`config.mk`:
```
export PLATFORM = sky130hd
export DESIGN_NAME = tftp_data_receiver_core
export DESIGN_NICKNAME = d
export VERILOG_FILES = /design/src/sv/tdr_pkg.sv /design/src/sv/tdr_front.sv /design/src/sv/tdr_queue.sv /design/src/sv/tdr_back.sv /design/src/sv/tftp_data_receiver_core.sv
export SDC_FILE = /design/constraint.sdc
export NUM_CORES = 1
export LEC_CHECK = 0
export BUFFER_PORTS_ARGS = -buffer_cell sky130_fd_sc_hd__buf_2
export CAP_MARGIN = 20
export CORE_UTILIZATION = 30
export CTS_BUF_LIST = sky130_fd_sc_hd__clkbuf_8
export DETAILED_ROUTE_END_ITERATION = 12
export PLACE_DENSITY = 0.6
export SETUP_SLACK_MARGIN = 0.15
export SLEW_MARGIN = 0
export SYNTH_ARGS = -nofsm -noshare
export SYNTH_HDL_FRONTEND = slang
export SYNTH_SLANG_ARGS = --single-unit
```
`constraint.sdc`:
```
create_clock -name aclk -period 4 [get_ports aclk]
set_input_delay 1.2 -clock aclk [delete_from_list [all_inputs] [get_ports aclk]]
set_output_delay 1.2 -clock aclk [all_outputs]
set_load 0.005 [all_outputs]
```
`src/sv/tdr_pkg.sv`:
```
`timescale 1ns / 1ps
`default_nettype none

package tdr_pkg;

    // Payload size of a full block; a shorter in-order block ends the transfer.
    localparam logic [15:0] BLOCK_BYTES = 16'd512;

    // Retry limit after reset.
    localparam logic [7:0] MAX_RETRIES_RESET = 8'd5;

    // Expected block number after reset.
    localparam logic [15:0] FIRST_BLOCK = 16'd1;

    // Default depth of the action queue between front and back.
    localparam int QUEUE_DEPTH = 4;

    // TFTP opcodes that the receiver understands.
    localparam logic [15:0] OPC_DATA  = 16'd3;
    localparam logic [15:0] OPC_ERROR = 16'd5;

    // Input command codes.
    localparam logic CMD_PACKET  = 1'b0;
    localparam logic CMD_TIMEOUT = 1'b1;

    // Transfer phase.
    typedef enum logic [1:0] {
        PH_RUNNING  = 2'd0,
        PH_FINISHED = 2'd1,
        PH_ABORTED  = 2'd2
    } phase_t;

    // Packet to send.
    typedef enum logic [1:0] {
        SEND_NONE  = 2'd0,
        SEND_ACK   = 2'd1,
        SEND_ERROR = 2'd2
    } send_kind_t;

    // Error code carried by an ERROR packet.
    typedef enum logic {
        ERR_NOT_DEFINED = 1'b0,
        ERR_ILLEGAL_OP  = 1'b1
    } err_kind_t;

    // Action decided by the front for one input.
    typedef enum logic [1:0] {
        ACT_ACK     = 2'd0,   // one ACK result
        ACT_ACK_ERR = 2'd1,   // ACK, then ERROR that aborts
        ACT_ERR     = 2'd2,   // one ERROR result that aborts
        ACT_ABORT   = 2'd3    // silent abort, nothing sent
    } act_t;

    // One queued action.
    typedef struct packed {
        act_t        act;
        logic [15:0] ack_block;
        logic        store;
        logic        fin;
        err_kind_t   ekind;
    } action_t;

    // Increment that holds at the top of the 8-bit range.
    function automatic logic [7:0] sat_inc8(input logic [7:0] v);
        return (v == 8'hFF) ? v : v + 8'd1;
    endfunction

endpackage

`default_nettype wire

```
`src/sv/tdr_front.sv`:
```
`timescale 1ns / 1ps
`default_nettype none

module tdr_front (
    input  wire logic               aclk,
    input  wire logic               aresetn,
    input  wire logic               cfg_wr_en,
    input  wire logic [7:0]         cfg_wr_data,
    input  wire logic               in_valid,
    output logic                    in_ready,
    input  wire logic               cmd,
    input  wire logic [15:0]        opcode,
    input  wire logic [15:0]        block_number,
    input  wire logic [9:0]         payload_len,
    input  wire logic               q_full,
    output logic                    push_valid,
    output tdr_pkg::action_t        push_entry
);

    logic [7:0]       max_retries_reg;
    logic [15:0]      expected_reg, expected_next;
    logic [7:0]       timeout_reg, timeout_next;
    logic [7:0]       reorder_reg, reorder_next;
    tdr_pkg::phase_t  phase_reg, phase_next;

    logic [7:0]       timeout_inc;
    logic [7:0]       reorder_inc;
    logic             accept;

    assign in_ready    = !q_full;
    assign accept      = in_valid && !q_full;
    assign timeout_inc = tdr_pkg::sat_inc8(timeout_reg);
    assign reorder_inc = tdr_pkg::sat_inc8(reorder_reg);

    // Classify the input and update the transfer state.
    always_comb begin
        expected_next        = expected_reg;
        timeout_next         = timeout_reg;
        reorder_next         = reorder_reg;
        phase_next           = phase_reg;
        push_valid           = 1'b0;
        push_entry.act       = tdr_pkg::ACT_ACK;
        push_entry.ack_block = block_number;
        push_entry.store     = 1'b0;
        push_entry.fin       = 1'b0;
        push_entry.ekind     = tdr_pkg::ERR_NOT_DEFINED;

        if (accept && phase_reg == tdr_pkg::PH_RUNNING) begin
            if (cmd == tdr_pkg::CMD_TIMEOUT) begin
                timeout_next = timeout_inc;
                if (timeout_inc >= max_retries_reg) begin
                    phase_next       = tdr_pkg::PH_ABORTED;
                    push_valid       = 1'b1;
                    push_entry.act   = tdr_pkg::ACT_ERR;
                end
            end else begin
                timeout_next = '0;
                if (opcode == tdr_pkg::OPC_DATA) begin
                    push_valid = 1'b1;
                    if (block_number < expected_reg) begin
                        // Old duplicate: acknowledge it again.
                        reorder_next = '0;
                    end else if (block_number == expected_reg) begin
                        // In-order block: store, acknowledge and advance.
                        reorder_next     = '0;
                        expected_next    = expected_reg + 16'd1;
                        push_entry.store = 1'b1;
                        if ({6'd0, payload_len} < tdr_pkg::BLOCK_BYTES) begin
                            push_entry.fin = 1'b1;
                            phase_next     = tdr_pkg::PH_FINISHED;
                        end
                    end else begin
                        // Block ahead: acknowledge the last good one and count.
                        reorder_next         = reorder_inc;
                        push_entry.ack_block = expected_reg - 16'd1;
                        if (reorder_inc >= max_retries_reg) begin
                            push_entry.act = tdr_pkg::ACT_ACK_ERR;
                            phase_next     = tdr_pkg::PH_ABORTED;
                        end
                    end
                end else if (opcode == tdr_pkg::OPC_ERROR) begin
                    push_valid     = 1'b1;
                    push_entry.act = tdr_pkg::ACT_ABORT;
                    phase_next     = tdr_pkg::PH_ABORTED;
                end else begin
                    push_valid       = 1'b1;
                    push_entry.act   = tdr_pkg::ACT_ERR;
                    push_entry.ekind = tdr_pkg::ERR_ILLEGAL_OP;
                    phase_next       = tdr_pkg::PH_ABORTED;
                end
            end
        end
    end

    // State registers and the retry limit.
    always_ff @(posedge aclk) begin
        if (!aresetn) begin
            max_retries_reg <= tdr_pkg::MAX_RETRIES_RESET;
            expected_reg    <= tdr_pkg::FIRST_BLOCK;
            timeout_reg     <= '0;
            reorder_reg     <= '0;
            phase_reg       <= tdr_pkg::PH_RUNNING;
        end else begin
            if (cfg_wr_en) begin
                max_retries_reg <= cfg_wr_data;
            end
            expected_reg <= expected_next;
            timeout_reg  <= timeout_next;
            reorder_reg  <= reorder_next;
            phase_reg    <= phase_next;
        end
    end

endmodule

`default_nettype wire

```
`src/sv/tdr_queue.sv`:
```
`timescale 1ns / 1ps
`default_nettype none

module tdr_queue #(
    parameter int DEPTH = tdr_pkg::QUEUE_DEPTH
) (
    input  wire logic               aclk,
    input  wire logic               aresetn,
    input  wire logic               push_valid,
    input  wire tdr_pkg::action_t   push_entry,
    output logic                    full,
    output logic                    head_valid,
    output tdr_pkg::action_t        head,
    input  wire logic               pop
);

    localparam int PW = (DEPTH > 1) ? $clog2(DEPTH) : 1;
    localparam int CW = $clog2(DEPTH + 1);

    tdr_pkg::action_t entry_reg [DEPTH];
    logic [PW-1:0]    wr_ptr_reg, wr_ptr_next;
    logic [PW-1:0]    rd_ptr_reg, rd_ptr_next;
    logic [CW-1:0]    count_reg, count_next;
    logic             do_push, do_pop;

    function automatic logic [PW-1:0] ptr_inc(input logic [PW-1:0] p);
        return (p == PW'(DEPTH - 1)) ? '0 : p + 1'b1;
    endfunction

    assign full       = (count_reg == CW'(DEPTH));
    assign head_valid = (count_reg != '0);
    assign head       = entry_reg[rd_ptr_reg];
    assign do_push    = push_valid && !full;
    assign do_pop     = pop && head_valid;

    // Pointer and fill count update.
    always_comb begin
        wr_ptr_next = do_push ? ptr_inc(wr_ptr_reg) : wr_ptr_reg;
        rd_ptr_next = do_pop ? ptr_inc(rd_ptr_reg) : rd_ptr_reg;
        count_next  = count_reg;
        if (do_push && !do_pop) begin
            count_next = count_reg + 1'b1;
        end else if (do_pop && !do_push) begin
            count_next = count_reg - 1'b1;
        end
    end

    always_ff @(posedge aclk) begin
        if (!aresetn) begin
            wr_ptr_reg <= '0;
            rd_ptr_reg <= '0;
            count_reg  <= '0;
        end else begin
            wr_ptr_reg <= wr_ptr_next;
            rd_ptr_reg <= rd_ptr_next;
            count_reg  <= count_next;
        end
    end

    // Entry storage.
    always_ff @(posedge aclk) begin
        if (do_push) begin
            entry_reg[wr_ptr_reg] <= push_entry;
        end
    end

endmodule

`default_nettype wire

```
`src/sv/tdr_back.sv`:
```
`timescale 1ns / 1ps
`default_nettype none

module tdr_back (
    input  wire logic               aclk,
    input  wire logic               aresetn,
    input  wire logic               head_valid,
    input  wire tdr_pkg::action_t   head,
    output logic                    pop,
    output logic                    out_valid,
    input  wire logic               out_ready,
    output tdr_pkg::send_kind_t     send_kind,
    output logic [15:0]             ack_block,
    output tdr_pkg::err_kind_t      error_kind,
    output logic                    store_payload,
    output logic                    finished,
    output logic                    aborted,
    output logic                    last
);

    logic                 valid_reg, valid_next;
    logic                 half_reg, half_next;
    tdr_pkg::send_kind_t  kind_reg, kind_next;
    logic [15:0]          ack_reg, ack_next;
    tdr_pkg::err_kind_t   ekind_reg, ekind_next;
    logic                 store_reg, store_next;
    logic                 fin_reg, fin_next;
    logic                 abort_reg, abort_next;
    logic                 last_reg, last_next;
    logic                 load;

    // The output register takes a new result when empty or being drained.
    assign load = !valid_reg || out_ready;

    // Expand the head action into one or two results.
    always_comb begin
        pop        = 1'b0;
        half_next  = half_reg;
        valid_next = load ? head_valid : valid_reg;
        kind_next  = tdr_pkg::SEND_ACK;
        ack_next   = head.ack_block;
        ekind_next = tdr_pkg::ERR_NOT_DEFINED;
        store_next = head.store;
        fin_next   = head.fin;
        abort_next = 1'b0;
        last_next  = 1'b1;

        if (load && head_valid) begin
            case (head.act)
                tdr_pkg::ACT_ACK: begin
                    pop = 1'b1;
                end
                tdr_pkg::ACT_ACK_ERR: begin
                    if (!half_reg) begin
                        last_next = 1'b0;
                        half_next = 1'b1;
                    end else begin
                        kind_next  = tdr_pkg::SEND_ERROR;
                        ack_next   = '0;
                        store_next = 1'b0;
                        fin_next   = 1'b0;
                        abort_next = 1'b1;
                        half_next  = 1'b0;
                        pop        = 1'b1;
                    end
                end
                tdr_pkg::ACT_ERR: begin
                    kind_next  = tdr_pkg::SEND_ERROR;
                    ack_next   = '0;
                    ekind_next = head.ekind;
                    store_next = 1'b0;
                    fin_next   = 1'b0;
                    abort_next = 1'b1;
                    pop        = 1'b1;
                end
                tdr_pkg::ACT_ABORT: begin
                    kind_next  = tdr_pkg::SEND_NONE;
                    ack_next   = '0;
                    store_next = 1'b0;
                    fin_next   = 1'b0;
                    abort_next = 1'b1;
                    pop        = 1'b1;
                end
                default: begin
                    pop = 1'b1;
                end
            endcase
        end
    end

    // Control registers.
    always_ff @(posedge aclk) begin
        if (!aresetn) begin
            valid_reg <= 1'b0;
            half_reg  <= 1'b0;
        end else begin
            valid_reg <= valid_next;
            half_reg  <= half_next;
        end
    end

    // Result payload registers.
    always_ff @(posedge aclk) begin
        if (load && head_valid) begin
            kind_reg  <= kind_next;
            ack_reg   <= ack_next;
            ekind_reg <= ekind_next;
            store_reg <= store_next;
            fin_reg   <= fin_next;
            abort_reg <= abort_next;
            last_reg  <= last_next;
        end
    end

    assign out_valid     = valid_reg;
    assign send_kind     = kind_reg;
    assign ack_block     = ack_reg;
    assign error_kind    = ekind_reg;
    assign store_payload = store_reg;
    assign finished      = fin_reg;
    assign aborted       = abort_reg;
    assign last          = last_reg;

endmodule

`default_nettype wire

```
`src/sv/tftp_data_receiver_core.sv`:
```
// TFTP data receiver with lockstep acknowledgement, packet-header level.
// Input stream (s_*): one transfer per received packet header or timeout
// event. s_tuser carries the command (0 packet, 1 timeout); s_tdata carries
// the opcode, block number and saturated payload length.
// Output stream (m_*): the packets to send. m_tuser carries the send kind and
// error code; m_tdata the ACK block number and the store, finished and
// aborted flags; m_tlast marks the final result of one input.
// The retry limit is written through cfg_wr_en / cfg_wr_data; the user must
// write it only while idle, as the block itself does not enforce this. An
// accepted input's action is registered in the queue, and its result then in
// the back's output register. Throughput: one input per cycle while the queue
// is not full; an out-of-order block that hits the retry limit yields two
// results. The front decides and updates state in the accept cycle, a queue
// of QUEUE_DEPTH actions feeds the back, which drives the output register.
// When the receiver stalls, results collect in the queue; s_tready drops
// only once the queue is full. After reset the expected block is 1, all
// counts are zero, the limit is 5 and the queue is empty. Once the transfer
// finishes or aborts, further inputs are accepted and ignored until reset.
`timescale 1ns / 1ps
`default_nettype none

module tftp_data_receiver_core #(
    parameter int QUEUE_DEPTH = tdr_pkg::QUEUE_DEPTH
) (
    input  wire logic        aclk,
    input  wire logic        aresetn,
    input  wire logic        cfg_wr_en,
    input  wire logic [7:0]  cfg_wr_data,
    input  wire logic        s_tvalid,
    output logic             s_tready,
    // [15:0] opcode, [31:16] block_number, [41:32] payload_len, [47:42] zero
    input  wire logic [47:0] s_tdata,
    // [0] cmd
    input  wire logic [0:0]  s_tuser,
    output logic             m_tvalid,
    input  wire logic        m_tready,
    // [15:0] ack_block, [16] store_payload, [17] finished, [18] aborted,
    // [23:19] zero
    output logic [23:0]      m_tdata,
    // [1:0] send_kind, [2] error_kind
    output logic [2:0]       m_tuser,
    output logic             m_tlast
);

    logic                 q_full;
    logic                 push_valid;
    tdr_pkg::action_t     push_entry;
    logic                 head_valid;
    tdr_pkg::action_t     head;
    logic                 pop;
    tdr_pkg::send_kind_t  send_kind;
    logic [15:0]          ack_block;
    tdr_pkg::err_kind_t   error_kind;
    logic                 store_payload;
    logic                 finished;
    logic                 aborted;

    // Classification and transfer state.
    tdr_front u_front (
        .aclk         (aclk),
        .aresetn      (aresetn),
        .cfg_wr_en    (cfg_wr_en),
        .cfg_wr_data  (cfg_wr_data),
        .in_valid     (s_tvalid),
        .in_ready     (s_tready),
        .cmd          (s_tuser[0]),
        .opcode       (s_tdata[15:0]),
        .block_number (s_tdata[31:16]),
        .payload_len  (s_tdata[41:32]),
        .q_full       (q_full),
        .push_valid   (push_valid),
        .push_entry   (push_entry)
    );

    // Action queue.
    tdr_queue #(
        .DEPTH (QUEUE_DEPTH)
    ) u_queue (
        .aclk       (aclk),
        .aresetn    (aresetn),
        .push_valid (push_valid),
        .push_entry (push_entry),
        .full       (q_full),
        .head_valid (head_valid),
        .head       (head),
        .pop        (pop)
    );

    // Result generation and output register.
    tdr_back u_back (
        .aclk          (aclk),
        .aresetn       (aresetn),
        .head_valid    (head_valid),
        .head          (head),
        .pop           (pop),
        .out_valid     (m_tvalid),
        .out_ready     (m_tready),
        .send_kind     (send_kind),
        .ack_block     (ack_block),
        .error_kind    (error_kind),
        .store_payload (store_payload),
        .finished      (finished),
        .aborted       (aborted),
        .last          (m_tlast)
    );

    assign m_tdata = {5'd0, aborted, finished, store_payload, ack_block};
    assign m_tuser = {error_kind, send_kind};

`ifndef SYNTHESIS
    // An ERROR result always ends the input and the transfer.
    a_error_aborts: assert property (@(posedge aclk) disable iff (!aresetn)
        m_tvalid && (send_kind == tdr_pkg::SEND_ERROR) |-> aborted && m_tlast)
        else $error("ERROR result without abort or last");

    // Only an ACK result marks its payload for storing.
    a_store_is_ack: assert property (@(posedge aclk) disable iff (!aresetn)
        m_tvalid && store_payload |-> send_kind == tdr_pkg::SEND_ACK)
        else $error("store flag on a non-ACK result");

    // Once an action ends the transfer, the front queues nothing more.
    a_no_push_after_end: assert property (@(posedge aclk) disable iff (!aresetn)
        push_valid && (push_entry.fin || push_entry.act != tdr_pkg::ACT_ACK)
        |=> !push_valid)
        else $error("action queued after the transfer ended");
`endif

endmodule

`default_nettype wire

```
==> metrics <==
DR vias between 5000 and 6000; crit-path most repeated cell ha_1; CTS sink cnt 160; Worst Hold Launch u_front.phase_reg[0]$_SDFFE_PN0P_; first-pass GRT wire length roughly 26 mm; asr flop ratio synth 0%; fmax ~280 MHz; fraction of layout cells with a size suffix above 1 approximately 23%; final instance area 9130 sq um; crit path kind reg2reg; Worst-Margin Slew a little over 1000 ps; Vias per Instance between 4 and 5; startpoint type of the worst setup path flop; final HPWL from detailed placement roughly 12 mm; Tmin final approximately 3600 ps; setup TNS 0 ps; Pwr Density between 400 and 500 nW/um^2; routed wire length about 16 mm; R2R setup slack 420 ps; Residual DRC 0; gr usage total 12.6%; initial antenna violation count 1; predominant post-synthesis flop cell edfxtp_1; Yosys reg bits 160; most common cell in the synthesized netlist edfxtp_1; count of cell types in the netlist a little under 60; drt first pass iters 4; crit path cell chain ha_2 -> and3_2 -> nand4_1 -> mux2_2 -> ha_1 -> a211oi_2 -> o21bai_1 -> a21oi_2 -> nor2_2 -> ha_1 -> inv_1 -> fa_1 -> xor2_1 -> or3_1 -> a21oi_1; max FFs per register 84; Mapped Area 7890 sq um; maximum VDD drop between 0.2 and 0.3 mV; max-slew violations 0; height of the die between 150 and 200 um; initial core utilization a little under a third; # IOs 92; FP Rows just under 60; synth cell count leaders 107 x edfxtp_1, 55 x a21oi_1, 53 x dfxtp_1; ANT cells 0; setup slack after layout 420 ps; Slew HR 31.4%; largest net degree at the start of global routing 27; RSZ-0062 raised after global routing false; GRT Residual Overflow 0; Post-synth EDFFs approximately 110; syn_area_per_cell approximately 12 sq um; critical path data arrival time about 4000 ps; Hold Violations, Final 0; Core Area between 20000 and 30000 sq um; root buffer cell clkbuf_8; area of the die between 20000 and 30000 sq um; Gate Count Post-Synth 663; overall power between 4 and 5 mW; worst path required time between 4000 and 5000 ps; CTS tree built; later-pin clock latency in the skew report roughly 450 ps; Worst R2R Start u_front.timeout_reg[0]$_SDFFE_PN0P_; warnings from Yosys 0; final net count between 800 and 900; Setup Viol. Count Final 0; # port buffers between 70 and 80; Area contributors post-synth edfxtp_1 41%, dfxtp_1 13%, ha_1 6.7%; CTS clk-pin slew, worst paths ~100 ps; Post-DP Area roughly 8700 sq um; Worst setup EP type flop; number of global-route vias before repair ~5000; Yosys top cell area share about two fifths; ANT nets after route 0; P_leak around 3.3 nW; HP Class reg2reg; dpl ws ~120 ps; Crit Path Max Fanout 6; 1st-iter DRT viols between 300 and 400; Slowest Stage Delay on Critical Path around 400 ps; Synth area leader edfxtp_1; Num CTS Buffers 17; DR WL/cell ~15 um; Max H-tree Level 4; Layout area overhead 15.8%; worst setup path start u_front.timeout_reg[0]$_SDFFE_PN0P_; Worst path slowest cell dfxtp_2; clk buf depth 2; Max-cap violations 0; gp weighted congestion 0.819; Max Clock Skew 19.7 ps; outcome completed; die width around 160 um; Final period util between 80% and 90%; post-synthesis sequential area ratio between 50% and 60%
## layer usage
layer	wire (um)	global-route usage [%]	part of all wire (%)	vias up
met5	8	0	0.050	-
met4	289	4.25	1.8	2
met3	506	2.50	3.2	16
met2	7940	21.2	50	91
met1	7150	16.0	45	2485
li1	-	-	-	2628
## area by class of cell
cell class / count / area (sq um)
fillers: 2491 / 16300
repair buffers: 97 / 551
multi-input cells: 436 / 3340
well taps: 330 / 413
clock buffers: 17 / 234
inverters: 35 / 131
clock inverters: 15 / 184
flip-flops and latches: 160 / 4280
## power breakdown
| group | total (mW) | internal [mW] | switching (mW) |
|---|---|---|---|
| combinational | 0.960 | 0.457 | 0.503 |
| clock | 1.22 | 0.493 | 0.727 |
| sequential | 2.12 | 2.04 | 0.0786 |
| total | 4.30 | 2.99 | 1.31 |
## placed cells by master, fill, tap and decap left out, types with 6 or more instances in the layout
cell type,Yosys,final
nor2b_1,25,25
nor4_1,7,7
a21oi_1,55,53
ha_1,42,41
or3_1,7,7
nand4_1,8,8
mux4_2,21,21
nor3_1,16,16
mux2_2,9,9
nand3_1,30,30
and3_1,9,8
inv_8,0,6
a31oi_1,6,6
edfxtp_1,107,107
and2_1,11,11
nand2b_1,12,12
nand2_1,30,30
or4_1,7,7
nor2_1,32,31
clkbuf_8,0,17
o21a_1,7,7
inv_1,34,34
a21o_1,10,10
buf_4,9,26
o21ai_0,16,16
dfxtp_1,53,51
buf_2,5,71
mux2i_1,12,12
xnor2_1,18,18
o31ai_1,6,6
## critical path: cells and delay by family (launching register included)
family,cells,cell delay [ps]
AO/OA/AOI/OAI,4,500
XOR/XNOR,1,160
adder cells (fa/ha/maj),4,1070
buffers and inverters,1,60
flip-flops,1,400
multiplexers,1,360
AND/OR/NAND/NOR,4,930
## timing repair
item	CTS	global route
buffers inserted	0	2
resized for setup	0	7
hold endpoints to repair	0	0
hold buffers	0	0
endpoints found under the setup margin	0	75
## cell families (layout without fill, tap and decap cells)
group,after synthesis,after routing,share of synthesized area [%]
mux,42,42,8.80
fa+ha+maj,43,43,6.92
other cells,1,5,0.0475
simple gates,203,203,14.1
xor+xnor,23,23,2.55
flops,160,160,54.2
compound gates,120,120,9.47
buf+inv,71,164,3.89
## final timing paths
check | end | cells after the start
max | u_queue.count_reg[2]$_SDFFE_PN0P_ | 15
min | u_front.phase_reg[0]$_SDFFE_PN0P_ | 2
max reg2reg | u_queue.count_reg[2]$_SDFFE_PN0P_ | 15
min reg2reg | u_front.phase_reg[0]$_SDFFE_PN0P_ | 2
## per-stage QoR
| step | instances | util [%] | hold slack [ps] |
|---|---|---|---|
| after floorplan | 667 | - | 426 |
| after global placement | 1056 | 34.1 | 434 |
| after detailed placement | 1056 | 34.1 | 444 |
| after CTS | 1088 | 35.7 | 459 |
| after global routing | 1090 | 35.8 | 492 |
| final | 1090 | 35.8 | 454 |
Note: power is estimated with default switching activity, not from simulation.
